**config.mk**
```make
export PLATFORM = sky130hd
export DESIGN_NAME = u8cs_fifo
export DESIGN_NICKNAME = d
export VERILOG_FILES = /design/src/rtl/core/utf8_sentence_chunk_splitter_unit_defines.svh /design/src/rtl/core/u8cs_pkg.sv /design/src/rtl/core/u8cs_fifo.sv
export SDC_FILE = /design/constraint.sdc
export NUM_CORES = 1
export LEC_CHECK = 0
export BUFFER_PORTS_ARGS = -buffer_cell sky130_fd_sc_hd__buf_4
export CORE_MARGIN = 2
export CORE_UTILIZATION = 50
export DETAILED_ROUTE_END_ITERATION = 16
export PLACE_DENSITY = 0.71
export SYNTH_ARGS = -nofsm -noshare
export SYNTH_HDL_FRONTEND = slang
export SYNTH_SLANG_ARGS = --single-unit
```
**constraint.sdc**
```tcl
create_clock -name clk -period 2.15 [get_ports clk]
set_clock_uncertainty 0.15 [all_clocks]
set_input_delay 0.215 -clock clk [delete_from_list [all_inputs] [get_ports clk]]
set_output_delay 0.215 -clock clk [all_outputs]
set_load 0.01 [all_outputs]
```
**src/rtl/core/utf8_sentence_chunk_splitter_unit_defines.svh**
```systemverilog
// ----------------------------------------------------------------------------
// Assertion macros for the chunk splitter
// Shared property templates, clocked on clk and disabled during rst.
// ----------------------------------------------------------------------------
`ifndef UTF8_SENTENCE_CHUNK_SPLITTER_UNIT_DEFINES_SVH
`define UTF8_SENTENCE_CHUNK_SPLITTER_UNIT_DEFINES_SVH

// The consequent must hold in the same cycle as the antecedent.
`define U8CS_ASSERT_IMP(lbl, ante, cons, msg) \
  lbl: assert property (@(posedge clk) disable iff (rst) (ante) |-> (cons)) else $error(msg);

// The consequent must hold in the cycle after the antecedent.
`define U8CS_ASSERT_NXT(lbl, ante, cons, msg) \
  lbl: assert property (@(posedge clk) disable iff (rst) (ante) |=> (cons)) else $error(msg);

`endif

```
**src/rtl/core/u8cs_pkg.sv**
```systemverilog
// ----------------------------------------------------------------------------
// u8cs_pkg
// Constants, types and byte classifiers of the UTF-8 chunk splitter.
// ----------------------------------------------------------------------------
`default_nettype none

package u8cs_pkg;

  localparam int STORE_DEPTH_DEF  = 1024;
  localparam int OFFSET_WIDTH_DEF = 32;
  localparam int POS_W            = 64;
  localparam int OUT_W            = 32;
  localparam int LIMIT_W          = 10;
  localparam int LOOKAHEAD        = 5;
  localparam int HIST_DEPTH       = 8;
  localparam int QUEUE_DEPTH      = 4;
  localparam int PADDR_W          = 3;

  localparam logic [LIMIT_W-1:0] LIMIT_DEFAULT = 10'd256;
  localparam logic               REG_MAX_CHUNK = 1'b0;

  localparam logic [7:0] CH_LF    = 8'h0A;
  localparam logic [7:0] CH_TAB   = 8'h09;
  localparam logic [7:0] CH_CR    = 8'h0D;
  localparam logic [7:0] CH_SPACE = 8'h20;
  localparam logic [7:0] CH_DOT   = 8'h2E;
  localparam logic [7:0] CH_QUEST = 8'h3F;
  localparam logic [7:0] CH_EXCL  = 8'h21;
  localparam logic [7:0] CH_COMMA = 8'h2C;
  localparam logic [7:0] CH_SEMI  = 8'h3B;
  localparam logic [7:0] CH_COLON = 8'h3A;

  localparam logic [7:0] MASK_C0 = 8'hC0;
  localparam logic [7:0] MASK_E0 = 8'hE0;
  localparam logic [7:0] MASK_F0 = 8'hF0;
  localparam logic [7:0] MASK_F8 = 8'hF8;
  localparam logic [7:0] CONT_80 = 8'h80;

  typedef enum logic [2:0] {
    F_IDLE, F_SCAN, F_WALK, F_WALK_WAIT, F_CUT, F_FLUSH, F_END
  } front_state_t;

  typedef enum logic [2:0] {
    B_IDLE, B_LO, B_LO_WAIT, B_HI, B_HI_WAIT, B_DONE
  } back_state_t;

  typedef struct packed {
    logic full;
    logic empty;
  } q_status_t;

  function automatic logic is_space(input logic [7:0] c);
    return (c == CH_SPACE) || (c == CH_TAB) || (c == CH_LF) || (c == CH_CR);
  endfunction

  function automatic logic is_cont(input logic [7:0] c);
    return (c & MASK_C0) == CONT_80;
  endfunction

  function automatic logic is_hard1(input logic [7:0] c);
    return (c == CH_LF) || (c == CH_DOT) || (c == CH_QUEST) || (c == CH_EXCL);
  endfunction

  function automatic logic is_soft1(input logic [7:0] c);
    return (c == CH_COMMA) || (c == CH_SEMI) || (c == CH_COLON);
  endfunction

  // Ideographic full stop, full-width question mark, full-width exclamation.
  function automatic logic is_hard3(input logic [7:0] b0, input logic [7:0] b1,
                                    input logic [7:0] b2);
    return ((b0 == 8'hE3) && (b1 == 8'h80) && (b2 == 8'h82)) ||
           ((b0 == 8'hEF) && (b1 == 8'hBC) && (b2 == 8'h9F)) ||
           ((b0 == 8'hEF) && (b1 == 8'hBC) && (b2 == 8'h81));
  endfunction

  // Ideographic comma, full-width semicolon.
  function automatic logic is_soft3(input logic [7:0] b0, input logic [7:0] b1,
                                    input logic [7:0] b2);
    return ((b0 == 8'hE3) && (b1 == 8'h80) && (b2 == 8'h81)) ||
           ((b0 == 8'hEF) && (b1 == 8'hBC) && (b2 == 8'h9B));
  endfunction

  function automatic logic [2:0] lead_len(input logic [7:0] b);
    logic [2:0] n;
    if ((b & CONT_80) == 8'h00)         n = 3'd1;
    else if ((b & MASK_E0) == MASK_C0)  n = 3'd2;
    else if ((b & MASK_F0) == MASK_E0)  n = 3'd3;
    else if ((b & MASK_F8) == MASK_F0)  n = 3'd4;
    else                                n = 3'd1;
    return n;
  endfunction

endpackage

`default_nettype wire

```
**src/rtl/core/u8cs_fifo.sv**
```systemverilog
// ----------------------------------------------------------------------------
// u8cs_fifo
// Short queue of chunk requests between the scanner and the trimmer.
// ----------------------------------------------------------------------------
`default_nettype none

module u8cs_fifo #(
  parameter int WIDTH = 8,
  parameter int DEPTH = 4
) (
  input  wire logic             clk,
  input  wire logic             rst,
  input  wire logic             push,
  input  wire logic [WIDTH-1:0] push_data,
  input  wire logic             pop,
  output logic [WIDTH-1:0]      pop_data,
  output u8cs_pkg::q_status_t   status
);
  import u8cs_pkg::*;

  localparam int PTR_W = $clog2(DEPTH);
  localparam int CNT_W = $clog2(DEPTH + 1);

  logic [WIDTH-1:0] slots [DEPTH];
  logic [PTR_W-1:0] wr_ptr;
  logic [PTR_W-1:0] rd_ptr;
  logic [CNT_W-1:0] count;

  assign status.full  = (count == CNT_W'(DEPTH));
  assign status.empty = (count == '0);
  assign pop_data     = slots[rd_ptr];

  always_ff @(posedge clk) begin
    if (push) begin
      slots[wr_ptr] <= push_data;
    end
  end

  always_ff @(posedge clk) begin
    if (rst) begin
      wr_ptr <= '0;
      rd_ptr <= '0;
      count  <= '0;
    end else begin
      if (push) begin
        wr_ptr <= (wr_ptr == PTR_W'(DEPTH - 1)) ? '0 : wr_ptr + PTR_W'(1);
      end
      if (pop) begin
        rd_ptr <= (rd_ptr == PTR_W'(DEPTH - 1)) ? '0 : rd_ptr + PTR_W'(1);
      end
      if (push && !pop) begin
        count <= count + CNT_W'(1);
      end else if (pop && !push) begin
        count <= count - CNT_W'(1);
      end
    end
  end

endmodule

`default_nettype wire

```
==> results of run 1 <==
## synthesized netlist by cell type, drive strengths merged
master | count | area share
a21oi | 2 | 0.0063
and2 | 4 | 0.016
buf | 1 | 0.0070
clkbuf | 1 | 0.0031
dfxtp | 9 | 0.11
edfxtp | 32 | 0.60
fa | 1 | 0.013
ha | 6 | 0.047
inv | 4 | 0.0094
mux2i | 4 | 0.025
mux4 | 8 | 0.11
nor2 | 7 | 0.016
nor3 | 1 | 0.0031
nor3b | 2 | 0.0094
o21ai | 1 | 0.0031
or3 | 1 | 0.0039
xor2 | 2 | 0.011
## per-stage QoR
stage / power (W) / instances / hold slack (ps) / instance area, sq um / setup slack [ps]
finish: 0.00151 / 167 / 29.7 / 1950 / 231
global route: 0.00158 / 167 / 37.7 / 1950 / 148
CTS: 0.00153 / 167 / 18.8 / 1950 / 189
detailed placement: 0.00115 / 150 / 270 / 1800 / 312
global placement: 0.00115 / 150 / 265 / 1800 / 367
floorplan: 0.00106 / 86 / 134 / 1600 / 523
## registers in the layout, summed over array words and instances, names as in the netlist, named ones only
| signal | flops |
|---|---|
| count | 3 |
| rd_ptr | 2 |
| slots | 32 |
| wr_ptr | 2 |
## cell families after synthesis
group,count (synthesis),synth area share
simple gates,15,0.0485
flops,41,0.714
compound gates,3,0.00939
buf+inv,6,0.0196
xor+xnor,2,0.0110
fa+ha+maj,7,0.0595
mux,12,0.138
## layer usage
| layer | GRT usage | part of all wire | wire length [um] |
|---|---|---|---|
| met5 | 0 | 0 | 0 |
| met1 | 0.178 | 0.44 | 1070 |
| met4 | 0.0839 | 0.016 | 40 |
| met2 | 0.270 | 0.51 | 1250 |
| met3 | 0.0384 | 0.037 | 90 |
## layout by cell type (no fill, tap or decap)
cell type       n
and2_1          4
or3_1           1
inv_1           4
clkinv_4        1
mux4_2          8
a21oi_1         2
nor3b_1         2
o21ai_0         1
mux2i_1         4
dlygate4sd3_1   9
clkinv_2        1
ha_1            6
nor2_1          7
edfxtp_1       32
nor3_1          1
clkinv_1        1
clkbuf_4        5
xor2_1          2
dfxtp_1         9
fa_1            1
buf_4          22
## power by group
group / switching [W] / total, W / internal (W)
registers: 0.0000276 / 0.000928 / 0.000901
logic: 0.0000956 / 0.000217 / 0.000122
clock network: 0.000239 / 0.000363 / 0.000124
total: 0.000362 / 0.00151 / 0.00115
## path summary, 6_finish.rpt
check,start,endpoint,slack (ps)
hold reg to reg,count[2],count[2],370
setup / recovery,flip-flop,pop_data[4],230
hold / removal,push,wr_ptr[1],30
setup reg to reg,count[0],count[2],510
## worst max-delay path, delay by kind of cell (launching register included)
kind     cells  cell delay, ps
buf+inv      2             360
mux          1             520
flops        1             330
## cell type report
| type | count | area share |
|---|---|---|
| Timing Repair Buffer | 31 | 0.131 |
| Sequential cell | 41 | 0.586 |
| Inverter | 4 | 0.00771 |
| Clock buffer | 5 | 0.0193 |
| Clock inverter | 3 | 0.00900 |
| Tap cell | 44 | 0.0283 |
| Multi-Input combinational cell | 39 | 0.219 |
==> metrics.yaml, run 1 <==
ir_worst_vdd_uv: 467
num_vias: 830
finalCritPeriodShare: 0.893
drt_pass1_iterations: 4
register_area_sq_mm: 0.00114
pwr_density_cell_mw_per_mm2: 775
end_kind: "output pin"
fmax_mhz: 521
antenna_left: 0
cp_max_fo: 8
routed_via_density: 4.97
nFillCells: 233
setup_viol: 0
grt_pass1_wl_um: 3880
finalCriticalPeriod_ps: 1920
multi_input_area_sq_um: 425
yosys_warnings: 0
grt_max_degree: 14
dp_hpwl_um: 1610
hold_viol_final: 0
cts-root-buf: "clkbuf_4"
grt_use_total: 0.156
synth_cell_types: 17
cts_setup_buffers: 0
clk_latency_ps: 330
synth_fp_nets: 105
whs_path_depth: 3
tightest_slew_ps: 436
worstSetupPathType: "flip-flop to output pin"
netlist_area_sq_mm: 0.00160
ctsResizeCount: 0
outcome: "finished clean"
die_w_um: 60.5
hold_buffers: 9
fin_tns_setup_ps: 0
io_pins: 22
cp_common_cell: "buf_4"
rows: 20
p_leak_nw: 0.726
cts_tree: "done"
required_ps: 1780
drc: 0
slew_headroom: 0.709
fin_util: 0.638
crit_slowest_cell: "mux4_2"
reg2regPathDepth: 4
core_sq_mm: 0.00305
grt_pass1_vias: 863
start_kind: "flip-flop"
cap_violations: 0
syn_to_final_growth_pct: 21.8
cts_buffers: 5
antenna_cells: 0
gp_congestion: 0.751
drt-initial-drc-count: 24
syn_avg_cell_area_sq_um: 18.6
wl_per_cell_um: 14.6
crit_chain: "buf_4 > mux4_2 > buf_4"
nNetsFinal: 141
rsz0062_at_grt: "no"
clockBufferDepth: 2
htreeDepth: 2
overflow: 0
die_y_um: 60.5
yosysSeqAreaShare: 0.714
slew_violations: 0
ys_seq_elements: 41
syn_inst: 86
routed_wirelength_um: 2450
die_area_sq_mm: 0.00366
cts_sinks: 41
drive_gt1_frac: 0.301
min_path_type: "input pin to flip-flop"
start_util: 0.523
antenna_found_initial: 0
crit_arrival_ps: 1550
clk_pin_slew_ps: 120
io_buffers: 21
cpPeakStageDelay_ps: 520
No activity file was read; power rests on OpenSTA's default activity.
==> run 2: changes to the inputs <==
Settings changed: CELL_PAD_IN_SITES_DETAIL_PLACEMENT from default to 1, CELL_PAD_IN_SITES_GLOBAL_PLACEMENT from default to 1, CORE_MARGIN 2 to 5, CORE_UTILIZATION 50 to 47, PLACE_DENSITY 0.71 to 0.77.
==> run 2 against run 1 <==
Non-clock buffer count stayed put. Maximum frequency is 0.56% lower. Count of clock-buffer cells in the layout stayed put. Clock power is 33% higher. Sequential cell count stayed put. Cell area is 1.3% higher. Register-to-register slack hardly changed. Critical endpoint is now pop_data[1]. Largest cell class unchanged.
==> metrics.yaml, run 2 (synthesis gave the netlist of run 1 again) <==
outcome: "finished clean"
cts_setup_buffers: 0
instances_no_fill: 169
start_kind: "flip-flop"
required_ps: 1780
clk_latency_ps: 340
routed_wirelength_um: 2790
num_vias: 840
syn_to_final_growth_pct: 23.5
cts-root-buf: "clkbuf_4"
finalCritPeriodShare: 0.898
end_kind: "output pin"
final_cell_mix: "edfxtp_1 (32), buf_4 (22), dfxtp_1 (9), dlygate4sd3_1 (9), mux4_2 (8)"
slew_headroom: 0.689
min_path_type: "input pin to flip-flop"
fin_tns_setup_ps: 0
use_met3: 0.0460
drt-initial-drc-count: 33
rows: 21
grt.met2_usage: 0.255
crit_slowest_cell: "mux4_2"
htreeDepth: 2
crit_chain: "buf_4 > mux4_2 > buf_4"
grt_max_degree: 14
die_area_sq_mm: 0.00467
rsz0062_at_grt: "no"
cp_top_family: "multiplexers"
slew_violations: 0
antenna_cells: 0
use_met1: 0.165
worst-path-buf-inv: 2
io_pins: 22
drive_gt1_frac: 0.301
multi_input_area_sq_um: 425
grt_use_total: 0.148
top_register: "slots"
cp_common_cell: "buf_4"
fmax_mhz: 518
grt_pass1_wl_um: 4690
drt_pass1_iterations: 4
fin_util: 0.596
tightest_slew_ps: 466
crit_arrival_ps: 1560
p_leak_nw: 0.733
die_y_um: 68.3
busiest_layer: "met2"
pwr_density_cell_mw_per_mm2: 828
setup_viol: 0
ir_worst_vdd_uv: 374
antenna_left: 0
cpPeakStageDelay_ps: 530
start_util: 0.483
register_area_sq_mm: 0.00114
finalCriticalPeriod_ps: 1930
drc: 0
core_sq_mm: 0.00331
routed_via_density: 4.97
placedCellCount: 152
cap_violations: 0
largest_reg_flops: 32
cts_tree: "done"
worstSetupPathType: "flip-flop to output pin"
clockBufferDepth: 2
gp_congestion: 0.750
nFillCells: 325
wl_per_cell_um: 16.5
clk_pin_slew_ps: 110
cp_max_fo: 8
overflow: 0
cts_sinks: 41
dp_hpwl_um: 1820
grt_pass1_vias: 965
final_common_cell: "edfxtp_1"
hold_viol_final: 0
io_buffers: 21
reg_top3: "slots: 32 flops, count: 3 flops"
die_w_um: 68.3
nNetsFinal: 141
cts_buffers: 5
antenna_found_initial: 0
==> run 2: power by group <==
| part | switching [W] | internal (W) |
|---|---|---|
| registers | 0.0000297 | 0.000901 |
| logic | 0.0000988 | 0.000122 |
| clock network | 0.000241 | 0.000241 |
| total | 0.000370 | 0.00126 |
==> run 2: path summary, 6_finish.rpt <==
path | start | to | slack (ps) | cells after the start
min reg2reg | count[2] | count[2] | 390 | 2
max | flip-flop | pop_data[1] | 220 | 3
max reg2reg | count[0] | count[2] | 510 | 4
min | push | wr_ptr[0] | 30 | 3
==> run 2: area by class of cell <==
cell class | instances | area share
Sequential cell | 41 | 0.578
Multi-Input combinational cell | 39 | 0.216
Timing Repair Buffer | 31 | 0.129
Tap cell | 46 | 0.0292
Clock inverter | 3 | 0.0209
Clock buffer | 5 | 0.0190
Inverter | 4 | 0.00761
==> run 2: per-stage QoR <==
step / hold WS (ps) / total power, W / instance area (sq um) / setup slack [ps]
floorplan: 134 / 0.00106 / 1600 / 523
global placement: 264 / 0.00115 / 1800 / 367
detailed placement: 271 / 0.00116 / 1800 / 282
CTS: 19.7 / 0.00165 / 1970 / 186
global route: 36.8 / 0.00173 / 1970 / 109
finish: 26.5 / 0.00163 / 1970 / 220
==> run 2: repair_timing <==
item                                   4_1_cts  5_1_grt
hold buffers                                 9        0
gates resized for setup                      0        0
endpoints found under the hold margin       41        0
==> run 2: tightest hold or removal path, cell delays in order <==
cell and delay [ps]:
buf_4 120, mux2i_1 70, nor2_1 80
==> run 2: per-layer routing <==
metal  part of all wire  vias up
li1                   -      399
met1               0.40      417
met2               0.53       18
met3              0.053        6
met4              0.022        0
met5                  0        -
