`src/rtl/core/utf8_sentence_chunk_splitter_unit_defines.svh`:
```
// ----------------------------------------------------------------------------
// Assertion macros for the chunk splitter
// Shared property templates, clocked on clk and disabled during rst.
// ----------------------------------------------------------------------------
`ifndef UTF8_SENTENCE_CHUNK_SPLITTER_UNIT_DEFINES_SVH
`define UTF8_SENTENCE_CHUNK_SPLITTER_UNIT_DEFINES_SVH

// The consequent must hold in the same cycle as the antecedent.
`define U8CS_ASSERT_IMP(lbl, ante, cons, msg) \
  lbl: assert property (@(posedge clk) disable iff (rst) (ante) |-> (cons)) else $error(msg);

// The consequent must hold in the cycle after the antecedent.
`define U8CS_ASSERT_NXT(lbl, ante, cons, msg) \
  lbl: assert property (@(posedge clk) disable iff (rst) (ante) |=> (cons)) else $error(msg);

`endif

```
`src/rtl/core/u8cs_pkg.sv`:
```
// ----------------------------------------------------------------------------
// u8cs_pkg
// Constants, types and byte classifiers of the UTF-8 chunk splitter.
// ----------------------------------------------------------------------------
`default_nettype none

package u8cs_pkg;

  localparam int STORE_DEPTH_DEF  = 1024;
  localparam int OFFSET_WIDTH_DEF = 32;
  localparam int POS_W            = 64;
  localparam int OUT_W            = 32;
  localparam int LIMIT_W          = 10;
  localparam int LOOKAHEAD        = 5;
  localparam int HIST_DEPTH       = 8;
  localparam int QUEUE_DEPTH      = 4;
  localparam int PADDR_W          = 3;

  localparam logic [LIMIT_W-1:0] LIMIT_DEFAULT = 10'd256;
  localparam logic               REG_MAX_CHUNK = 1'b0;

  localparam logic [7:0] CH_LF    = 8'h0A;
  localparam logic [7:0] CH_TAB   = 8'h09;
  localparam logic [7:0] CH_CR    = 8'h0D;
  localparam logic [7:0] CH_SPACE = 8'h20;
  localparam logic [7:0] CH_DOT   = 8'h2E;
  localparam logic [7:0] CH_QUEST = 8'h3F;
  localparam logic [7:0] CH_EXCL  = 8'h21;
  localparam logic [7:0] CH_COMMA = 8'h2C;
  localparam logic [7:0] CH_SEMI  = 8'h3B;
  localparam logic [7:0] CH_COLON = 8'h3A;

  localparam logic [7:0] MASK_C0 = 8'hC0;
  localparam logic [7:0] MASK_E0 = 8'hE0;
  localparam logic [7:0] MASK_F0 = 8'hF0;
  localparam logic [7:0] MASK_F8 = 8'hF8;
  localparam logic [7:0] CONT_80 = 8'h80;

  typedef enum logic [2:0] {
    F_IDLE, F_SCAN, F_WALK, F_WALK_WAIT, F_CUT, F_FLUSH, F_END
  } front_state_t;

  typedef enum logic [2:0] {
    B_IDLE, B_LO, B_LO_WAIT, B_HI, B_HI_WAIT, B_DONE
  } back_state_t;

  typedef struct packed {
    logic full;
    logic empty;
  } q_status_t;

  function automatic logic is_space(input logic [7:0] c);
    return (c == CH_SPACE) || (c == CH_TAB) || (c == CH_LF) || (c == CH_CR);
  endfunction

  function automatic logic is_cont(input logic [7:0] c);
    return (c & MASK_C0) == CONT_80;
  endfunction

  function automatic logic is_hard1(input logic [7:0] c);
    return (c == CH_LF) || (c == CH_DOT) || (c == CH_QUEST) || (c == CH_EXCL);
  endfunction

  function automatic logic is_soft1(input logic [7:0] c);
    return (c == CH_COMMA) || (c == CH_SEMI) || (c == CH_COLON);
  endfunction

  // Ideographic full stop, full-width question mark, full-width exclamation.
  function automatic logic is_hard3(input logic [7:0] b0, input logic [7:0] b1,
                                    input logic [7:0] b2);
    return ((b0 == 8'hE3) && (b1 == 8'h80) && (b2 == 8'h82)) ||
           ((b0 == 8'hEF) && (b1 == 8'hBC) && (b2 == 8'h9F)) ||
           ((b0 == 8'hEF) && (b1 == 8'hBC) && (b2 == 8'h81));
  endfunction

  // Ideographic comma, full-width semicolon.
  function automatic logic is_soft3(input logic [7:0] b0, input logic [7:0] b1,
                                    input logic [7:0] b2);
    return ((b0 == 8'hE3) && (b1 == 8'h80) && (b2 == 8'h81)) ||
           ((b0 == 8'hEF) && (b1 == 8'hBC) && (b2 == 8'h9B));
  endfunction

  function automatic logic [2:0] lead_len(input logic [7:0] b);
    logic [2:0] n;
    if ((b & CONT_80) == 8'h00)         n = 3'd1;
    else if ((b & MASK_E0) == MASK_C0)  n = 3'd2;
    else if ((b & MASK_F0) == MASK_E0)  n = 3'd3;
    else if ((b & MASK_F8) == MASK_F0)  n = 3'd4;
    else                                n = 3'd1;
    return n;
  endfunction

endpackage

`default_nettype wire

```
`src/rtl/core/u8cs_back.sv`:
```
// ----------------------------------------------------------------------------
// u8cs_back
// Trims queued chunks, drops empty ones and marks the last word of a run.
// ----------------------------------------------------------------------------
`default_nettype none

`include "utf8_sentence_chunk_splitter_unit_defines.svh"

module u8cs_back #(
  parameter int DEPTH = 1024,
  parameter int AW    = 10,
  parameter int PW    = 64,
  parameter int OW    = 32,
  parameter int EW    = 149
) (
  input  wire logic                         clk,
  input  wire logic                         rst,
  input  wire u8cs_pkg::q_status_t          q_status,
  output logic                              pop,
  input  wire logic [EW-1:0]                pop_data,
  output logic [AW-1:0]                     rd_addr,
  input  wire logic [7:0]                   rd_data,
  output logic                              idle,
  output logic                              out_valid,
  input  wire logic                         out_ready,
  output logic [u8cs_pkg::OUT_W-1:0]        out_first,
  output logic [u8cs_pkg::OUT_W-1:0]        out_end,
  output logic                              out_last
);
  import u8cs_pkg::*;

  function automatic logic [AW-1:0] addr_inc(input logic [AW-1:0] a);
    return (a == AW'(DEPTH - 1)) ? '0 : a + AW'(1);
  endfunction

  function automatic logic [AW-1:0] addr_dec(input logic [AW-1:0] a);
    return (a == '0) ? AW'(DEPTH - 1) : a - AW'(1);
  endfunction

  // Offsets clamp at the largest value of the offset width, then keep 32 bits.
  function automatic logic [OUT_W-1:0] sat(input logic [PW-1:0] v);
    logic [PW-1:0] sat_max;
    sat_max = (OW >= PW) ? '1 : ((PW'(1) << OW) - PW'(1));
    return OUT_W'((v > sat_max) ? sat_max : v);
  endfunction

  back_state_t state, state_next;

  logic             q_mark;
  logic [PW-1:0]    q_lo, q_hi;
  logic [AW-1:0]    q_lo_addr, q_hi_addr;

  logic [PW-1:0]    lo, lo_next, hi, hi_next;
  logic [AW-1:0]    lo_addr, lo_addr_next, hi_addr, hi_addr_next;
  logic             pend_valid, pend_valid_next;
  logic [OUT_W-1:0] pend_first, pend_first_next, pend_end, pend_end_next;
  logic             out_valid_next, out_last_next;
  logic [OUT_W-1:0] out_first_next, out_end_next;
  logic             out_free;

  assign {q_mark, q_lo, q_hi, q_lo_addr, q_hi_addr} = pop_data;
  assign out_free = !out_valid || out_ready;
  assign idle     = (state == B_IDLE);
  assign rd_addr  = (state == B_LO) ? lo_addr : addr_dec(hi_addr);

  always_comb begin
    state_next      = state;
    lo_next         = lo;
    hi_next         = hi;
    lo_addr_next    = lo_addr;
    hi_addr_next    = hi_addr;
    pend_valid_next = pend_valid;
    pend_first_next = pend_first;
    pend_end_next   = pend_end;
    out_valid_next  = out_valid && !out_ready;
    out_first_next  = out_first;
    out_end_next    = out_end;
    out_last_next   = out_last;
    pop             = 1'b0;

    unique case (state)
      B_IDLE: begin
        if (!q_status.empty) begin
          if (q_mark) begin
            // End of run: the held word goes out flagged as last.
            if (!pend_valid) begin
              pop = 1'b1;
            end else if (out_free) begin
              pop             = 1'b1;
              out_valid_next  = 1'b1;
              out_first_next  = pend_first;
              out_end_next    = pend_end;
              out_last_next   = 1'b1;
              pend_valid_next = 1'b0;
            end
          end else begin
            pop          = 1'b1;
            lo_next      = q_lo;
            hi_next      = q_hi;
            lo_addr_next = q_lo_addr;
            hi_addr_next = q_hi_addr;
            state_next   = B_LO;
          end
        end
      end
      B_LO: begin
        state_next = (lo < hi) ? B_LO_WAIT : B_HI;
      end
      B_LO_WAIT: begin
        if (is_space(rd_data)) begin
          lo_next      = lo + PW'(1);
          lo_addr_next = addr_inc(lo_addr);
          state_next   = B_LO;
        end else begin
          state_next = B_HI;
        end
      end
      B_HI: begin
        state_next = (hi > lo) ? B_HI_WAIT : B_DONE;
      end
      B_HI_WAIT: begin
        if (is_space(rd_data)) begin
          hi_next      = hi - PW'(1);
          hi_addr_next = addr_dec(hi_addr);
          state_next   = B_HI;
        end else begin
          state_next = B_DONE;
        end
      end
      B_DONE: begin
        if (lo < hi) begin
          if (!pend_valid) begin
            pend_valid_next = 1'b1;
            pend_first_next = sat(lo);
            pend_end_next   = sat(hi);
            state_next      = B_IDLE;
          end else if (out_free) begin
            out_valid_next  = 1'b1;
            out_first_next  = pend_first;
            out_end_next    = pend_end;
            out_last_next   = 1'b0;
            pend_first_next = sat(lo);
            pend_end_next   = sat(hi);
            state_next      = B_IDLE;
          end
        end else begin
          state_next = B_IDLE;
        end
      end
      default: begin
        state_next = B_IDLE;
      end
    endcase
  end

  always_ff @(posedge clk) begin
    if (rst) begin
      state      <= B_IDLE;
      pend_valid <= 1'b0;
      out_valid  <= 1'b0;
    end else begin
      state      <= state_next;
      pend_valid <= pend_valid_next;
      out_valid  <= out_valid_next;
    end
  end

  always_ff @(posedge clk) begin
    lo         <= lo_next;
    hi         <= hi_next;
    lo_addr    <= lo_addr_next;
    hi_addr    <= hi_addr_next;
    pend_first <= pend_first_next;
    pend_end   <= pend_end_next;
    out_first  <= out_first_next;
    out_end    <= out_end_next;
    out_last   <= out_last_next;
  end

  `U8CS_ASSERT_IMP(a_out_order, out_valid, out_first <= out_end, "chunk ends before it starts")
  `U8CS_ASSERT_NXT(a_run_close, (state == B_IDLE) && !q_status.empty && q_mark && pend_valid && out_free, out_valid && out_last && !pend_valid, "run end did not release the held word")

endmodule

`default_nettype wire

```
`config.mk`:
```
export PLATFORM = sky130hd
export DESIGN_NAME = u8cs_back
export DESIGN_NICKNAME = d
export VERILOG_FILES = /design/src/rtl/core/u8cs_pkg.sv /design/src/rtl/core/u8cs_back.sv
export VERILOG_INCLUDE_DIRS = /design/src /design/src/rtl/core
export SDC_FILE = /design/constraint.sdc
export NUM_CORES = 1
export LEC_CHECK = 0
export BUFFER_PORTS_ARGS = -buffer_cell sky130_fd_sc_hd__buf_2
export CORE_ASPECT_RATIO = 1.25
export CORE_UTILIZATION = 52
export DETAILED_ROUTE_END_ITERATION = 8
export GPL_TIMING_DRIVEN = 0
export PLACE_DENSITY = 0.77
export SLEW_MARGIN = 20
export SYNTH_ARGS = -nofsm -noshare
export SYNTH_HDL_FRONTEND = slang
export SYNTH_SLANG_ARGS = --single-unit
```
`constraint.sdc`:
```
create_clock -name clk -period 6.4 [get_ports clk]
set_input_delay 0.64 -clock clk [delete_from_list [all_inputs] [get_ports clk]]
set_output_delay 0.64 -clock clk [all_outputs]
set_load 0.01 [all_outputs]
```
==> results of run 1 <==
-- cells in the mapped netlist (7+ instances only) --
library cell	count	area share
edfxtp_1	277	0.56
nor3_1	28	0.0094
o21ai_1	12	0.0040
xnor2_1	88	0.052
a21o_1	9	0.0046
or4_1	7	0.0035
nand3_1	51	0.017
nor2_1	66	0.017
and4_1	7	0.0041
nand2_1	234	0.059
inv_1	73	0.018
a21oi_1	41	0.014
or3_1	40	0.017
o21ai_0	139	0.047
nand4_1	33	0.014
and2_1	7	0.0030
and3_1	26	0.011
ha_1	67	0.057
clkbuf_1	46	0.012
xor2_1	47	0.028
nor4_1	20	0.0084
-- path summary, 6_finish.rpt --
check | endpoint | slack [ps] | cells after the start
min | out_valid | 340 | 2
max reg2reg | out_end[23] | 2420 | 9
min reg2reg | out_end[28] | 420 | 0
max | out_end[23] | 2420 | 9
-- cell type report --
class / instances / area (um^2) / area share
Clock inverter: 18 / 308 / 0.0172
Clock buffer: 34 / 744 / 0.0417
Timing Repair Buffer: 249 / 1490 / 0.0832
Inverter: 73 / 274 / 0.0153
Sequential cell: 282 / 8420 / 0.471
Multi-Input combinational cell: 981 / 5990 / 0.336
Tap cell: 350 / 438 / 0.0245
Antenna cell: 1 / 2.50 / 0.000140
Buffer: 50 / 193 / 0.0108
-- sequential cells by signal, summed over array words and instances (netlist names) --
signal      cells
out_first      32
state           3
hi_addr        10
pend_valid      1
pend_end       32
pend_first     32
lo_addr        10
out_last        1
lo             64
out_end        32
out_valid       1
hi             64
-- layer usage --
layer	track usage	vias to the layer above
met5	0	-
met4	0.115	0
met3	0.0339	94
met2	0.442	453
met1	0.319	5461
li1	-	5569
-- metrics by stage --
| step | setup TNS, ps | area, um^2 | worst slack, ps | instances |
|---|---|---|---|---|
| floorplan | 0 | 14800 | 779 | 1386 |
| global placement | -195940 | 16500 | -1340 | 1974 |
| detailed placement | 0 | 16800 | 2470 | 1985 |
| CTS | 0 | 17900 | 2470 | 2037 |
| global route | 0 | 17900 | 2210 | 2038 |
| finish | 0 | 17900 | 2420 | 2038 |
-- worst max-delay path, stage by stage, from the launching register on --
cell and delay [ps]:
edfxtp_1 510, ha_1 340, a2111oi_0 550, or4b_2 240, nand4b_1 200, a311oi_1 520, nand2_1 280, a21oi_4 580
buf_16 260, buf_16 190
-- power by group --
| part | internal, W | switching [W] | leakage (nW) |
|---|---|---|---|
| Combinational | 0.000248 | 0.000367 | 3.77 |
| Clock | 0.00115 | 0.000712 | 0.502 |
| Sequential | 0.00215 | 0.0000990 | 2.60 |
-- cells by family after synthesis --
kind of cell | count (synthesis) | synth area share
AO/OA/AOI/OAI | 227 | 0.0830
XOR/XNOR | 135 | 0.0797
adder cells (fa/ha/maj) | 67 | 0.0565
buffers and inverters | 123 | 0.0315
flip-flops | 282 | 0.568
multiplexers | 1 | 0.000675
AND/OR/NAND/NOR | 551 | 0.181
==> flow_summary.yaml, run 1 <==
cts:
  cts.hold.buffers_added: 0
  clock_latency_ps: 550
  ctsRootBufferMaster: "clkbuf_16"
  cts.repair.resized: 0
  cts_setup_buffers: 0
  cts_buffers: 28
  cts_buffer_depth: 3
  clock_sinks: 282
  tritoncts: "yes"
  path_clk_slew_ps: 60
  cts_max_level: 1
routing:
  drc: 0
  wl_per_cell_um: 18.3
  m1WireLength_um: 15000
  routed_via_density: 5.68
  drt_iter0_markers: 780
  wl_um: 37200
  drtAntennaViolNets: 0
  wl_met3_um: 2420
  dr.pass1.iters: 5
  top_layer_used: "met4"
  vias: 11577
  routed-wl-met2_um: 18300
final_layout:
  final_common_cell: "edfxtp_1"
  final_nets: 1894
  nFillCells: 2185
  final_layout_size_suffix_gt1_frac: 0.186
  syn_to_final_growth_pct: 20.4
  final_cell_mix: "277 x edfxtp_1, 241 x buf_2, 234 x nand2_1, 138 x o21ai_0, 88 x xnor2_1"
  fin_util: 0.642
yosys:
  ys_types: 53
  synth.net_count: 1615
  postSynth.asyncResetShare: 0
  syn_area_per_cell_um2: 10.7
  synthCells: 1386
  ys_warn_count: 0
  synth-edff-count: 277
  synthFlopType: "edfxtp_1"
  ys_ff_latch: 282
  synth_area_um2: 14800
  synth.yosys.seq_area_share: 0.568
grt:
  grt_pass1_wl_um: 57700
  grt.total_usage: 0.255
  grt_antenna_before_repair: 1
  grt_overflow_total: 0
  grt_max_degree: 31
  grt_pass1_vias: 11364
run_status:
  status: "completed"
worst_setup_path:
  crit_arrival_ps: 4230
  worstPathMaxFanout: 27
  worstSetupEndpointType: "flip-flop"
  cp_data_required_time_ps: 6650
  cp-startpoint: "lo[1]"
  path_class: "reg2reg"
  r2r-start: "lo[1]"
  cp-start-kind: "flip-flop"
timing:
  fmax_mhz: 251
  setup_viol: 0
  hold_ws_ps: 336
  layout_min_cycle_time_ps: 3980
  skew_ps: 23.1
  maxSlewHeadroom: 0.392
  hold_violations: 0
  tightest_slew_ps: 904
  rsz0062_at_grt: "false"
  maxSlewViolCount: 0
  min_period_over_period: 0.622
placement:
  io_buffers: 238
  hpwl_um: 28100
  gp_congestion: 0.927
floorplanning:
  core_area_um2: 27800
  row_count: 68
  dieArea_um2: 29200
  die_h_um: 191
  io_pins: 240
  start_util: 0.533
  die_width_um: 153
power:
  power.density_nw_per_um2: 265
  power_w: 0.00473
  peakVddDrop_uv: 249
  power_leakage_nw: 6.87
job:
  maxCapViolCount: 0
worst_hold_path:
  holdCritStartpoint: "rst"
  hold_path.class: "in2reg"
Note: power is estimated with default switching activity, not from simulation.
==> run 2: changes to the inputs <==
--- a/config.mk
+++ b/config.mk
@@ -8,7 +8,7 @@
 export LEC_CHECK = 0
 export BUFFER_PORTS_ARGS = -buffer_cell sky130_fd_sc_hd__buf_2
 export CORE_ASPECT_RATIO = 1.25
-export CORE_UTILIZATION = 52
+export CORE_UTILIZATION = 54
 export DETAILED_ROUTE_END_ITERATION = 8
 export GPL_TIMING_DRIVEN = 0
 export PLACE_DENSITY = 0.77
==> constraint.sdc (replaced) <==
create_clock -name clk -period 3.8 [get_ports clk]
set_input_delay 0.38 -clock clk [delete_from_list [all_inputs] [get_ports clk]]
set_output_delay 0.38 -clock clk [all_outputs]
set_load 0.01 [all_outputs]
==> run 2 against run 1 <==
  * First-iteration DRC count increased by 7.6%
  * Critical path depth is 2 lower
  * Critical endpoint is now pend_end[17]
  * Routed wire length up 0.45%
  * Sequential power is 68% higher
  * Clock-buffer cell count shrank 1
  * Sequential cell count did not move
  * Largest cell class unchanged
==> flow_summary.yaml, run 2 (synthesis results as in run 1) <==
worst_setup_path:
  path_class: "reg2reg"
  worstPathMaxFanout: 10
  worstSetupEndpointType: "flip-flop"
  crit_arrival_ps: 3830
  critPathSlowestCell: "nor2_1"
  crit_top_cell: "or3_1"
  slowest_delay_ps: 650
  cp_data_required_time_ps: 4080
  crit_chain: "or4_1, or3_1, or3_1, or3_1, nor2_1, buf_2, nand2_1"
  cp-start-kind: "flip-flop"
final_layout:
  final_cell_mix: "277 x edfxtp_1, 241 x buf_2, 234 x nand2_1, 138 x o21ai_0, 88 x xnor2_1"
  final_layout_size_suffix_gt1_frac: 0.187
  final_nets: 1896
  syn_to_final_growth_pct: 20.0
  top_regs: "hi (64), lo (64)"
  fin_area_um2: 17800
  final_common_cell: "edfxtp_1"
placement:
  dpl-instance-area_um2: 16800
  hpwl_um: 28200
  gp_congestion: 0.879
  io_buffers: 238
grt:
  grt_antenna_before_repair: 3
  grt_pass1_wl_um: 58900
  grt_overflow_total: 0
  grt_pass1_vias: 11591
  grt_max_degree: 28
  grt.total_usage: 0.270
routing:
  drt_iter0_markers: 839
  vias: 11618
  dr.pass1.iters: 5
  wl_per_cell_um: 18.4
  drtAntennaViolNets: 0
  drc: 0
  routed_via_density: 5.71
  wl_um: 37400
floorplanning:
  core_area_um2: 26900
  start_util: 0.551
  die_width_um: 150
  dieArea_um2: 28100
  row_count: 67
  io_pins: 240
  die_h_um: 187
cts:
  cts_buffers: 28
  path_clk_slew_ps: 70
  clock_latency_ps: 550
  clock_sinks: 282
  cts_max_level: 1
  tritoncts: "yes"
  cts.hold.buffers_added: 0
  ctsRootBufferMaster: "clkbuf_16"
  cts_buffer_depth: 3
power:
  peakVddDrop_uv: 344
  power_leakage_nw: 6.86
  power.density_nw_per_um2: 436
timing:
  rsz0062_at_grt: "false"
  maxSlewHeadroom: 0.423
  min_period_over_period: 0.935
  fmax_mhz: 282
  hold_violations: 0
  layout_min_cycle_time_ps: 3550
  skew_ps: 14.8
  tightest_slew_ps: 866
  setup_viol: 0
  maxSlewViolCount: 0
  fin_tns_setup_ps: 0
job:
  maxCapViolCount: 0
run_status:
  status: "completed"
worst_hold_path:
  hold_path.class: "in2reg"
-- run 2: critical path: cells and delay by family (launching register included) --
family	cells	cell delay, ps
simple gates	6	2490
flops	1	450
buf+inv	1	350
-- run 2: what timing repair did --
item	4_1_cts	5_1_grt
endpoints found under the setup margin	26	33
gates resized for setup	0	1
setup buffers	1	1
pin swaps	1	1
-- run 2: path summary, 6_finish.rpt --
kind                      from           end  slack [ps]  cells past startpoint
hold reg to reg   pend_end[25]   out_end[25]         420                      0
setup / recovery        hi[53]  pend_end[17]         250                      7
setup reg to reg        hi[53]  pend_end[17]         250                      7
hold / removal             rst      state[1]          60                      2
-- run 2: area by class of cell --
class / instances / area [um^2]
repair buffers: 251 / 1490
multi-input cells: 981 / 6000
diodes: 2 / 5.00
clock buffers: 33 / 741
clock inverters: 19 / 236
fillers: 2090 / 9120
plain buffers: 50 / 193
well taps: 345 / 432
inverters: 73 / 274
flip-flops and latches: 282 / 8420
-- run 2: where the power goes --
group	switching (W)	internal [W]	total (W)	leakage [nW]
logic	0.000620	0.000420	0.00104	3.79
clock network	0.00119	0.00174	0.00292	0.474
registers	0.000165	0.00362	0.00379	2.60
total	0.00197	0.00578	0.00775	6.86
-- run 2: through the flow --
step	util	setup WS [ps]	power [W]	hold WS, ps	std cells
after floorplan	-	-587	0.00443	400	1386
after global placement	0.612	-1700	0.00478	402	1969
after detailed placement	0.624	-85.9	0.00487	405	1980
after CTS	0.660	4.95	0.00778	37.4	2033
after global routing	0.661	97.6	0.00805	50.0	2035
final	0.661	248	0.00775	61.0	2036
-- run 2: metal layers --
metal	up-vias	GRT usage	part of all wire
met4	0	0.120	0.038
met3	87	0.0302	0.072
met1	5476	0.345	0.39
li1	5579	-	-
met2	476	0.459	0.50
met5	-	0	0
