--- src/rtl/core/utf8_sentence_chunk_splitter_unit_defines.svh ---
// ----------------------------------------------------------------------------
// Assertion macros for the chunk splitter
// Shared property templates, clocked on clk and disabled during rst.
// ----------------------------------------------------------------------------
`ifndef UTF8_SENTENCE_CHUNK_SPLITTER_UNIT_DEFINES_SVH
`define UTF8_SENTENCE_CHUNK_SPLITTER_UNIT_DEFINES_SVH

// The consequent must hold in the same cycle as the antecedent.
`define U8CS_ASSERT_IMP(lbl, ante, cons, msg) \
  lbl: assert property (@(posedge clk) disable iff (rst) (ante) |-> (cons)) else $error(msg);

// The consequent must hold in the cycle after the antecedent.
`define U8CS_ASSERT_NXT(lbl, ante, cons, msg) \
  lbl: assert property (@(posedge clk) disable iff (rst) (ante) |=> (cons)) else $error(msg);

`endif

--- src/rtl/core/u8cs_pkg.sv ---
// ----------------------------------------------------------------------------
// u8cs_pkg
// Constants, types and byte classifiers of the UTF-8 chunk splitter.
// ----------------------------------------------------------------------------
`default_nettype none

package u8cs_pkg;

  localparam int STORE_DEPTH_DEF  = 1024;
  localparam int OFFSET_WIDTH_DEF = 32;
  localparam int POS_W            = 64;
  localparam int OUT_W            = 32;
  localparam int LIMIT_W          = 10;
  localparam int LOOKAHEAD        = 5;
  localparam int HIST_DEPTH       = 8;
  localparam int QUEUE_DEPTH      = 4;
  localparam int PADDR_W          = 3;

  localparam logic [LIMIT_W-1:0] LIMIT_DEFAULT = 10'd256;
  localparam logic               REG_MAX_CHUNK = 1'b0;

  localparam logic [7:0] CH_LF    = 8'h0A;
  localparam logic [7:0] CH_TAB   = 8'h09;
  localparam logic [7:0] CH_CR    = 8'h0D;
  localparam logic [7:0] CH_SPACE = 8'h20;
  localparam logic [7:0] CH_DOT   = 8'h2E;
  localparam logic [7:0] CH_QUEST = 8'h3F;
  localparam logic [7:0] CH_EXCL  = 8'h21;
  localparam logic [7:0] CH_COMMA = 8'h2C;
  localparam logic [7:0] CH_SEMI  = 8'h3B;
  localparam logic [7:0] CH_COLON = 8'h3A;

  localparam logic [7:0] MASK_C0 = 8'hC0;
  localparam logic [7:0] MASK_E0 = 8'hE0;
  localparam logic [7:0] MASK_F0 = 8'hF0;
  localparam logic [7:0] MASK_F8 = 8'hF8;
  localparam logic [7:0] CONT_80 = 8'h80;

  typedef enum logic [2:0] {
    F_IDLE, F_SCAN, F_WALK, F_WALK_WAIT, F_CUT, F_FLUSH, F_END
  } front_state_t;

  typedef enum logic [2:0] {
    B_IDLE, B_LO, B_LO_WAIT, B_HI, B_HI_WAIT, B_DONE
  } back_state_t;

  typedef struct packed {
    logic full;
    logic empty;
  } q_status_t;

  function automatic logic is_space(input logic [7:0] c);
    return (c == CH_SPACE) || (c == CH_TAB) || (c == CH_LF) || (c == CH_CR);
  endfunction

  function automatic logic is_cont(input logic [7:0] c);
    return (c & MASK_C0) == CONT_80;
  endfunction

  function automatic logic is_hard1(input logic [7:0] c);
    return (c == CH_LF) || (c == CH_DOT) || (c == CH_QUEST) || (c == CH_EXCL);
  endfunction

  function automatic logic is_soft1(input logic [7:0] c);
    return (c == CH_COMMA) || (c == CH_SEMI) || (c == CH_COLON);
  endfunction

  // Ideographic full stop, full-width question mark, full-width exclamation.
  function automatic logic is_hard3(input logic [7:0] b0, input logic [7:0] b1,
                                    input logic [7:0] b2);
    return ((b0 == 8'hE3) && (b1 == 8'h80) && (b2 == 8'h82)) ||
           ((b0 == 8'hEF) && (b1 == 8'hBC) && (b2 == 8'h9F)) ||
           ((b0 == 8'hEF) && (b1 == 8'hBC) && (b2 == 8'h81));
  endfunction

  // Ideographic comma, full-width semicolon.
  function automatic logic is_soft3(input logic [7:0] b0, input logic [7:0] b1,
                                    input logic [7:0] b2);
    return ((b0 == 8'hE3) && (b1 == 8'h80) && (b2 == 8'h81)) ||
           ((b0 == 8'hEF) && (b1 == 8'hBC) && (b2 == 8'h9B));
  endfunction

  function automatic logic [2:0] lead_len(input logic [7:0] b);
    logic [2:0] n;
    if ((b & CONT_80) == 8'h00)         n = 3'd1;
    else if ((b & MASK_E0) == MASK_C0)  n = 3'd2;
    else if ((b & MASK_F0) == MASK_E0)  n = 3'd3;
    else if ((b & MASK_F8) == MASK_F0)  n = 3'd4;
    else                                n = 3'd1;
    return n;
  endfunction

endpackage

`default_nettype wire

--- src/rtl/core/u8cs_front.sv ---
// ----------------------------------------------------------------------------
// u8cs_front
// Takes text bytes, scans characters and queues raw chunk boundaries.
// ----------------------------------------------------------------------------
`default_nettype none

`include "utf8_sentence_chunk_splitter_unit_defines.svh"

module u8cs_front #(
  parameter int DEPTH = 1024,
  parameter int AW    = 10,
  parameter int PW    = 64,
  parameter int EW    = 149
) (
  input  wire logic                           clk,
  input  wire logic                           rst,
  input  wire logic                           in_valid,
  output logic                                in_ready,
  input  wire logic [7:0]                     in_byte,
  input  wire logic                           in_fin,
  input  wire logic [u8cs_pkg::LIMIT_W-1:0]   limit_reg,
  input  wire logic                           back_idle,
  input  wire u8cs_pkg::q_status_t            q_status,
  output logic                                push,
  output logic [EW-1:0]                       push_data,
  output logic                                wr_en,
  output logic [AW-1:0]                       wr_addr,
  output logic [7:0]                          wr_data,
  output logic [AW-1:0]                       rd_addr,
  input  wire logic [7:0]                     rd_data
);
  import u8cs_pkg::*;

  function automatic logic [AW-1:0] addr_add(input logic [AW-1:0] a, input logic [2:0] n);
    logic [AW:0] s;
    s = {1'b0, a} + {{(AW-2){1'b0}}, n};
    if (s >= (AW+1)'(DEPTH)) s = s - (AW+1)'(DEPTH);
    return s[AW-1:0];
  endfunction

  function automatic logic [AW-1:0] addr_dec(input logic [AW-1:0] a);
    return (a == '0) ? AW'(DEPTH - 1) : a - AW'(1);
  endfunction

  front_state_t state, state_next;

  logic [PW-1:0] pos, pos_next;
  logic [AW-1:0] pos_addr, pos_addr_next;
  logic [PW-1:0] scan, scan_next;
  logic [AW-1:0] scan_addr, scan_addr_next;
  logic [PW-1:0] start, start_next;
  logic [AW-1:0] start_addr, start_addr_next;
  logic [PW-1:0] soft_pos, soft_pos_next;
  logic [AW-1:0] soft_addr, soft_addr_next;
  logic [PW-1:0] cut, cut_next;
  logic [AW-1:0] cut_addr, cut_addr_next;
  logic [PW-1:0] ni_r, ni_r_next;
  logic [AW-1:0] ni_addr_r, ni_addr_r_next;
  logic          fin_r, fin_r_next;
  logic [7:0]    hist [HIST_DEPTH];

  logic [PW-1:0]      remain;
  logic               can_scan;
  logic [2:0]         d;
  logic [7:0]         b0, b1, b2;
  logic               has3;
  logic               hard, soft_hit;
  logic [2:0]         step_n;
  logic [PW-1:0]      ni;
  logic [AW-1:0]      ni_addr;
  logic [LIMIT_W-1:0] lim;
  logic               over;
  logic               accept;

  // Unscanned bytes are always among the newest ones, so the scan step reads
  // them from the history register rather than from the store.
  assign remain   = pos - scan;
  assign can_scan = (scan < pos) && (fin_r || (remain >= PW'(LOOKAHEAD)));
  assign d        = remain[2:0] - 3'd1;
  assign b0       = hist[d];
  assign b1       = hist[d - 3'd1];
  assign b2       = hist[d - 3'd2];
  assign has3     = (d >= 3'd2);
  assign hard     = is_hard1(b0) || (has3 && is_hard3(b0, b1, b2));
  assign soft_hit = is_soft1(b0) || (has3 && is_soft3(b0, b1, b2));

  always_comb begin
    priority if (is_hard1(b0) || is_soft1(b0)) step_n = 3'd1;
    else if (hard || soft_hit)                 step_n = 3'd3;
    else                                       step_n = lead_len(b0);
  end

  assign ni      = scan + PW'(step_n);
  assign ni_addr = addr_add(scan_addr, step_n);
  assign lim     = (limit_reg == '0) ? LIMIT_DEFAULT : limit_reg;
  assign over    = (ni - start) >= PW'(lim);

  assign accept   = in_valid && in_ready;
  assign wr_en    = accept;
  assign wr_addr  = pos_addr;
  assign wr_data  = in_byte;
  assign rd_addr  = cut_addr;

  always_comb begin
    state_next      = state;
    pos_next        = pos;
    pos_addr_next   = pos_addr;
    scan_next       = scan;
    scan_addr_next  = scan_addr;
    start_next      = start;
    start_addr_next = start_addr;
    soft_pos_next   = soft_pos;
    soft_addr_next  = soft_addr;
    cut_next        = cut;
    cut_addr_next   = cut_addr;
    ni_r_next       = ni_r;
    ni_addr_r_next  = ni_addr_r;
    fin_r_next      = fin_r;
    in_ready        = 1'b0;
    push            = 1'b0;
    push_data       = {1'b0, start, ni, start_addr, ni_addr};

    unique case (state)
      F_IDLE: begin
        in_ready = back_idle;
        if (accept) begin
          pos_next      = pos + PW'(1);
          pos_addr_next = addr_add(pos_addr, 3'd1);
          fin_r_next    = in_fin;
          state_next    = F_SCAN;
        end
      end
      F_SCAN: begin
        if (!can_scan) begin
          state_next = fin_r ? F_FLUSH : F_END;
        end else if (!q_status.full) begin
          scan_next      = ni;
          scan_addr_next = ni_addr;
          priority if (hard) begin
            push            = 1'b1;
            start_next      = ni;
            start_addr_next = ni_addr;
            soft_pos_next   = '0;
          end else if (soft_hit) begin
            if (over) begin
              push            = 1'b1;
              start_next      = ni;
              start_addr_next = ni_addr;
              soft_pos_next   = '0;
            end else begin
              soft_pos_next  = ni;
              soft_addr_next = ni_addr;
            end
          end else if (over) begin
            // Forced cut: at the last soft separator if one lies in the chunk.
            if (soft_pos > start) begin
              cut_next      = soft_pos;
              cut_addr_next = soft_addr;
            end else begin
              cut_next      = ni;
              cut_addr_next = ni_addr;
            end
            ni_r_next      = ni;
            ni_addr_r_next = ni_addr;
            state_next     = F_WALK;
          end
        end
      end
      F_WALK: begin
        state_next = ((cut > start) && (cut < pos)) ? F_WALK_WAIT : F_CUT;
      end
      F_WALK_WAIT: begin
        if (is_cont(rd_data)) begin
          cut_next      = cut - PW'(1);
          cut_addr_next = addr_dec(cut_addr);
          state_next    = F_WALK;
        end else begin
          state_next = F_CUT;
        end
      end
      F_CUT: begin
        if (!q_status.full) begin
          push = 1'b1;
          if (cut <= start) begin
            push_data       = {1'b0, start, ni_r, start_addr, ni_addr_r};
            start_next      = ni_r;
            start_addr_next = ni_addr_r;
          end else begin
            push_data       = {1'b0, start, cut, start_addr, cut_addr};
            start_next      = cut;
            start_addr_next = cut_addr;
          end
          soft_pos_next = '0;
          state_next    = F_SCAN;
        end
      end
      F_FLUSH: begin
        push_data = {1'b0, start, pos, start_addr, pos_addr};
        if (start < pos) begin
          if (!q_status.full) begin
            push       = 1'b1;
            state_next = F_END;
          end
        end else begin
          state_next = F_END;
        end
      end
      F_END: begin
        push_data = {1'b1, start, pos, start_addr, pos_addr};
        if (!q_status.full) begin
          push       = 1'b1;
          state_next = F_IDLE;
          if (fin_r) begin
            pos_next        = '0;
            pos_addr_next   = '0;
            scan_next       = '0;
            scan_addr_next  = '0;
            start_next      = '0;
            start_addr_next = '0;
            soft_pos_next   = '0;
            soft_addr_next  = '0;
            fin_r_next      = 1'b0;
          end
        end
      end
      default: begin
        state_next = F_IDLE;
      end
    endcase
  end

  always_ff @(posedge clk) begin
    if (rst) begin
      state      <= F_IDLE;
      pos        <= '0;
      pos_addr   <= '0;
      scan       <= '0;
      scan_addr  <= '0;
      start      <= '0;
      start_addr <= '0;
      soft_pos   <= '0;
      soft_addr  <= '0;
      fin_r      <= 1'b0;
    end else begin
      state      <= state_next;
      pos        <= pos_next;
      pos_addr   <= pos_addr_next;
      scan       <= scan_next;
      scan_addr  <= scan_addr_next;
      start      <= start_next;
      start_addr <= start_addr_next;
      soft_pos   <= soft_pos_next;
      soft_addr  <= soft_addr_next;
      fin_r      <= fin_r_next;
    end
  end

  always_ff @(posedge clk) begin
    cut       <= cut_next;
    cut_addr  <= cut_addr_next;
    ni_r      <= ni_r_next;
    ni_addr_r <= ni_addr_r_next;
    if (accept) begin
      hist[0] <= in_byte;
      for (int k = 1; k < HIST_DEPTH; k++) begin
        hist[k] <= hist[k-1];
      end
    end
  end

  `U8CS_ASSERT_IMP(a_lookahead_bound, state == F_IDLE, remain < PW'(LOOKAHEAD), "lookahead overrun")
  `U8CS_ASSERT_IMP(a_start_behind_scan, state == F_SCAN, start <= scan, "chunk start ahead of scan")
  `U8CS_ASSERT_IMP(a_push_room, push, !q_status.full, "push into a full queue")

endmodule

`default_nettype wire

--- config.mk ---
export PLATFORM = sky130hd
export DESIGN_NAME = u8cs_front
export DESIGN_NICKNAME = d
export VERILOG_FILES = /design/src/rtl/core/u8cs_pkg.sv /design/src/rtl/core/u8cs_front.sv
export VERILOG_INCLUDE_DIRS = /design/src /design/src/rtl/core
export SDC_FILE = /design/constraint.sdc
export NUM_CORES = 2
export LEC_CHECK = 0
export BUFFER_PORTS_ARGS = -buffer_cell sky130_fd_sc_hd__buf_2
export CORE_AREA = 5 5 278 280
export DETAILED_ROUTE_END_ITERATION = 10
export DIE_AREA = 0 0 283 285
export PLACE_DENSITY = 0.77
export SYNTH_ARGS = -nofsm -noshare
export SYNTH_HDL_FRONTEND = slang
export SYNTH_SLANG_ARGS = --single-unit
--- constraint.sdc ---
create_clock -name clk -period 16.8 [get_ports clk]
set_clock_uncertainty 0.15 [all_clocks]
set_input_delay 0 -clock clk [delete_from_list [all_inputs] [get_ports clk]]
set_output_delay 0 -clock clk [all_outputs]
set_load 0.005 [all_outputs]
==> results.rst <==
.. list-table::
   :header-rows: 1

   * - Metric
     - Value
   * - Aggregate global routing overflow
     - 0
   * - Clock-pin slew reported for the worst setup and hold paths after clock tree synthesis
     - 0.07 ns
   * - Pwr dens
     - 111.5 mW/mm2
   * - Largest cells by area after synthesis
     - sky130_fd_sc_hd__edfxtp_1 14%, sky130_fd_sc_hd__dfxtp_1 14%, sky130_fd_sc_hd__ha_1 11%
   * - Setup fix buffers added after clock tree synthesis
     - 0
   * - Die height
     - approximately 290 um
   * - Largest net degree at the start of global routing
     - 87
   * - X dimension of the die
     - between 200 and 300 um
   * - Worst EP required
     - around 17 ns
   * - HPWL after detailed placement
     - around 140 mm
   * - Flip-flop and latch count after synthesis
     - 512
   * - Area of the die
     - 0.08066 mm2
   * - Post-route non-filler standard cell count
     - 6545
   * - Average size of a mapped cell
     - 8.073 um2
   * - Timing-limited maximum frequency
     - 71.82 MHz
   * - Transition time at the pin with the least slew margin
     - ~1.3 ns
   * - Residual DRC
     - 0
   * - Fraction of post-synthesis cell area in the top cell type by area
     - 14.44%
   * - Clock period minus worst slack
     - roughly 14 ns
   * - Worst setup EP type
     - flop
   * - Post-Syn Area
     - 0.04408 mm2
   * - Number of nets in the layout
     - 5966
   * - Number of antenna violations at the first check in global routing
     - 5
   * - Critical-path top delay cell
     - sky130_fd_sc_hd__nor4_1
   * - Sequential share of the synthesized area
     - 28.07%
   * - Synthesized instance count
     - 5460
   * - Capture endpoint of the worst hold path
     - state[2]
   * - Endpoints failing hold
     - 0
   * - Area after detailed placement
     - 0.04574 mm2
   * - Number of max-slew violations in the final report
     - 0
   * - Count of flip-flops with a built-in enable after synthesis
     - 212
   * - Top cells by instance count after synthesis
     - 494 x sky130_fd_sc_hd__a21oi_1, 478 x sky130_fd_sc_hd__nand2_1, 420 x sky130_fd_sc_hd__nor2_1
   * - Worst-case headroom to the max-slew limit
     - 10.39%
   * - Launching element type of the critical path
     - flop
   * - H-tree depth reported by CTS
     - 2
   * - Max clock buf depth
     - 3
   * - Num CTS Buffers
     - 58
   * - First DRT Iteration DRCs
     - 6387
   * - Routed wire per std cell
     - roughly 27 um
   * - Layout Area Growth over Synthesis
     - 8.655%
   * - Worst hold-check path type
     - input port to flop
   * - Count of max-cap constraint violations
     - 0
   * - Setup violators final
     - 0
   * - Maximum fanout along the worst path
     - 45
   * - Wire length of the first global-routing pass
     - 260.8 mm
   * - Leakage
     - between 20 and 25 nW
   * - Average via count per standard cell
     - 6.982
   * - Initial core utilization
     - 59.41%
   * - Fraction of final layout cells with drive strength greater than 1
     - 8.988%
   * - GR Util All Layers
     - 41.25%
   * - Final WL
     - 177.2 mm
   * - Source of the worst hold timing path
     - rd_data[6]
   * - # hold bufs at CTS
     - 22
   * - Crit-path max cell delay
     - 0.92 ns
   * - Setup repair after global routing missed its margin
     - false
   * - Number of placed I/O pins
     - 213
   * - Synth area leader
     - sky130_fd_sc_hd__edfxtp_1
   * - Clock sinks
     - 512
   * - First-pass DRT Iterations
     - 6
   * - Most used cell, CP
     - sky130_fd_sc_hd__buf_4
   * - Dominant register cell in the synthesized netlist
     - sky130_fd_sc_hd__dfxtp_1
   * - Placement Rows
     - 100
   * - R2r setup slk
     - 2.88 ns
   * - Hold Slack
     - 0.1241 ns
   * - Worst vdd rail ir drop
     - 0.07754 mV
   * - Path type of the worst setup path
     - flop to flop
   * - TritonCTS clock tree
     - built
   * - Vias in the first global route
     - ~42000
   * - Depth of the worst hold-timing path
     - 6
   * - Last weighted congestion value of the routability-driven placer
     - 1.037
   * - Status
     - complete, no violations
   * - Arrival time of data at the critical path endpoint
     - roughly 14 ns
   * - Top-count cell post-synth
     - sky130_fd_sc_hd__a21oi_1
   * - Number of routed nets with antenna violations
     - 0
   * - Core footprint
     - 0.07420 mm2
   * - Post-route clock period utilization
     - 82.88%
   * - Yosys warnings
     - 0
   * - Net count of the mapped netlist
     - ~5900
   * - Clock Root Buffer
     - sky130_fd_sc_hd__clkbuf_16
   * - Sum Neg Setup Slack
     - 0 ns
   * - Total instance count after detailed placement
     - about 6400
   * - Fillers
     - 6426
   * - Post_cts resized
     - 0
   * - Launch point of the worst reg-to-reg path
     - pos[0]
   * - Path depth of the worst reg2reg path
     - 36
   * - Fin area
     - 0.04789 mm2
   * - Ys async rst share
     - 0%
   * - Utilization after layout
     - 64.55%
   * - Total via count after detailed routing
     - around 46000
   * - Terminus of the critical flop-to-flop path
     - cut[13]
   * - Count of input and output buffers
     - about 200
   * - Clock network latency to the later pin of the worst-skew pair
     - between 0.6 and 0.7 ns
   * - Count of cell types in the netlist
     - 105
-- through the flow --
stage	setup slack, ns	total power (W)
3_5_place_dp	3.355	0.003928
4_1_cts	3.317	0.005234
3_3_place_gp	3.713	0.003890
6_report	2.877	0.005339
5_1_grt	2.177	0.005517
2_1_floorplan	3.239	0.003166
-- placed cells by master, fill, tap and decap left out, types with 17 or more instances in the layout --
master	instances
sky130_fd_sc_hd__o21ai_1	26
sky130_fd_sc_hd__a21o_1	116
sky130_fd_sc_hd__dlygate4sd3_1	22
sky130_fd_sc_hd__mux4_2	28
sky130_fd_sc_hd__nor2_1	420
sky130_fd_sc_hd__nand4_1	186
sky130_fd_sc_hd__a31oi_1	30
sky130_fd_sc_hd__or3_1	88
sky130_fd_sc_hd__and2_1	30
sky130_fd_sc_hd__nor4_1	63
sky130_fd_sc_hd__mux2_2	21
sky130_fd_sc_hd__nor3_1	141
sky130_fd_sc_hd__xnor2_1	177
sky130_fd_sc_hd__clkbuf_16	60
sky130_fd_sc_hd__or2_2	19
sky130_fd_sc_hd__buf_4	90
sky130_fd_sc_hd__o21a_1	65
sky130_fd_sc_hd__and3_1	33
sky130_fd_sc_hd__dfxtp_1	300
sky130_fd_sc_hd__edfxtp_1	212
sky130_fd_sc_hd__mux2i_1	181
sky130_fd_sc_hd__buf_2	204
sky130_fd_sc_hd__a22o_1	50
sky130_fd_sc_hd__nand2b_1	41
sky130_fd_sc_hd__o21ai_0	271
sky130_fd_sc_hd__o211ai_1	51
sky130_fd_sc_hd__a21oi_1	493
sky130_fd_sc_hd__and4_1	28
sky130_fd_sc_hd__or4_1	20
sky130_fd_sc_hd__nand3_1	215
sky130_fd_sc_hd__nand2_1	475
sky130_fd_sc_hd__o22ai_1	111
sky130_fd_sc_hd__xor2_1	72
sky130_fd_sc_hd__nor2b_1	41
sky130_fd_sc_hd__o21bai_1	17
sky130_fd_sc_hd__ha_1	402
sky130_fd_sc_hd__a211oi_1	43
sky130_fd_sc_hd__o31ai_1	97
sky130_fd_sc_hd__inv_1	315
-- how the worst max path moves through the flow --
stage / from / to / cells past startpoint
after floorplan: pos[0] / ni_addr_r[0] / 34
after global placement: pos[0] / cut[0] / 37
after detailed placement: pos[0] / cut[3] / 37
after CTS: pos[0] / cut[31] / 37
after global routing: pos[0] / cut[13] / 37
final: pos[0] / cut[13] / 36
-- state kept, by name, indices dropped and copies added, names as in the netlist --
name and count:
fin_r 1, state 3, soft_addr 10, ni_addr_r 10, start_addr 10, soft_pos 64, scan_addr 10, ni_r 64
wr_addr 10, cut 64, start 64, pos 64, rd_addr 10, scan 64, hist 64
-- cells by family (layout without fill, tap and decap cells) --
group                    after synthesis  count (layout)  share of synthesized area, %
AND/OR/NAND/NOR                     1879            1879                         21.15
AO/OA/AOI/OAI                       1552            1552                         22.30
buffers and inverters                627             741                         5.745
flip-flops                           512             512                         28.07
adder cells (fa/ha/maj)              406             406                         11.55
XOR/XNOR                             252             252                         5.058
multiplexers                         232             232                         6.128
other                                  0               2                             0
-- power breakdown --
| group | internal, W | switching (W) |
|---|---|---|
| Combinational | 0.000905 | 0.00151 |
| Clock | 0.000750 | 0.000566 |
| Sequential | 0.00144 | 0.000174 |
-- per-layer routing --
layer	vias up	GRT usage (%)	part of all wire (%)
met4	2	18.63	5.3
met1	21619	56.22	39
met3	473	11.02	13
li1	20436	-	-
met2	3164	61.55	42
met5	-	0	0.0073
-- area by class of cell --
cell class	instances	area [um2]	area share, %
timing repair buffer	317	1928	4.026
tap	969	1212	2.531
inverter	318	1195	2.495
clock buffer	74	1594	3.328
antenna	2	5.005	0.01045
clock inverter	32	331.6	0.6923
multi-input combinational	4321	29260	61.08
sequential	512	12370	25.83
-- worst max-delay path: cells and delay by family, from the launching register on --
| family | cells | cell delay, ns |
|---|---|---|
| AND/OR/NAND/NOR | 14 | 5.16 |
| buffers and inverters | 7 | 2.43 |
| AO/OA/AOI/OAI | 8 | 2.08 |
| adder cells (fa/ha/maj) | 4 | 1.87 |
| XOR/XNOR | 1 | 0.66 |
| flip-flops | 1 | 0.60 |
| multiplexers | 2 | 0.56 |
Note: power is estimated with default switching activity, not from simulation.
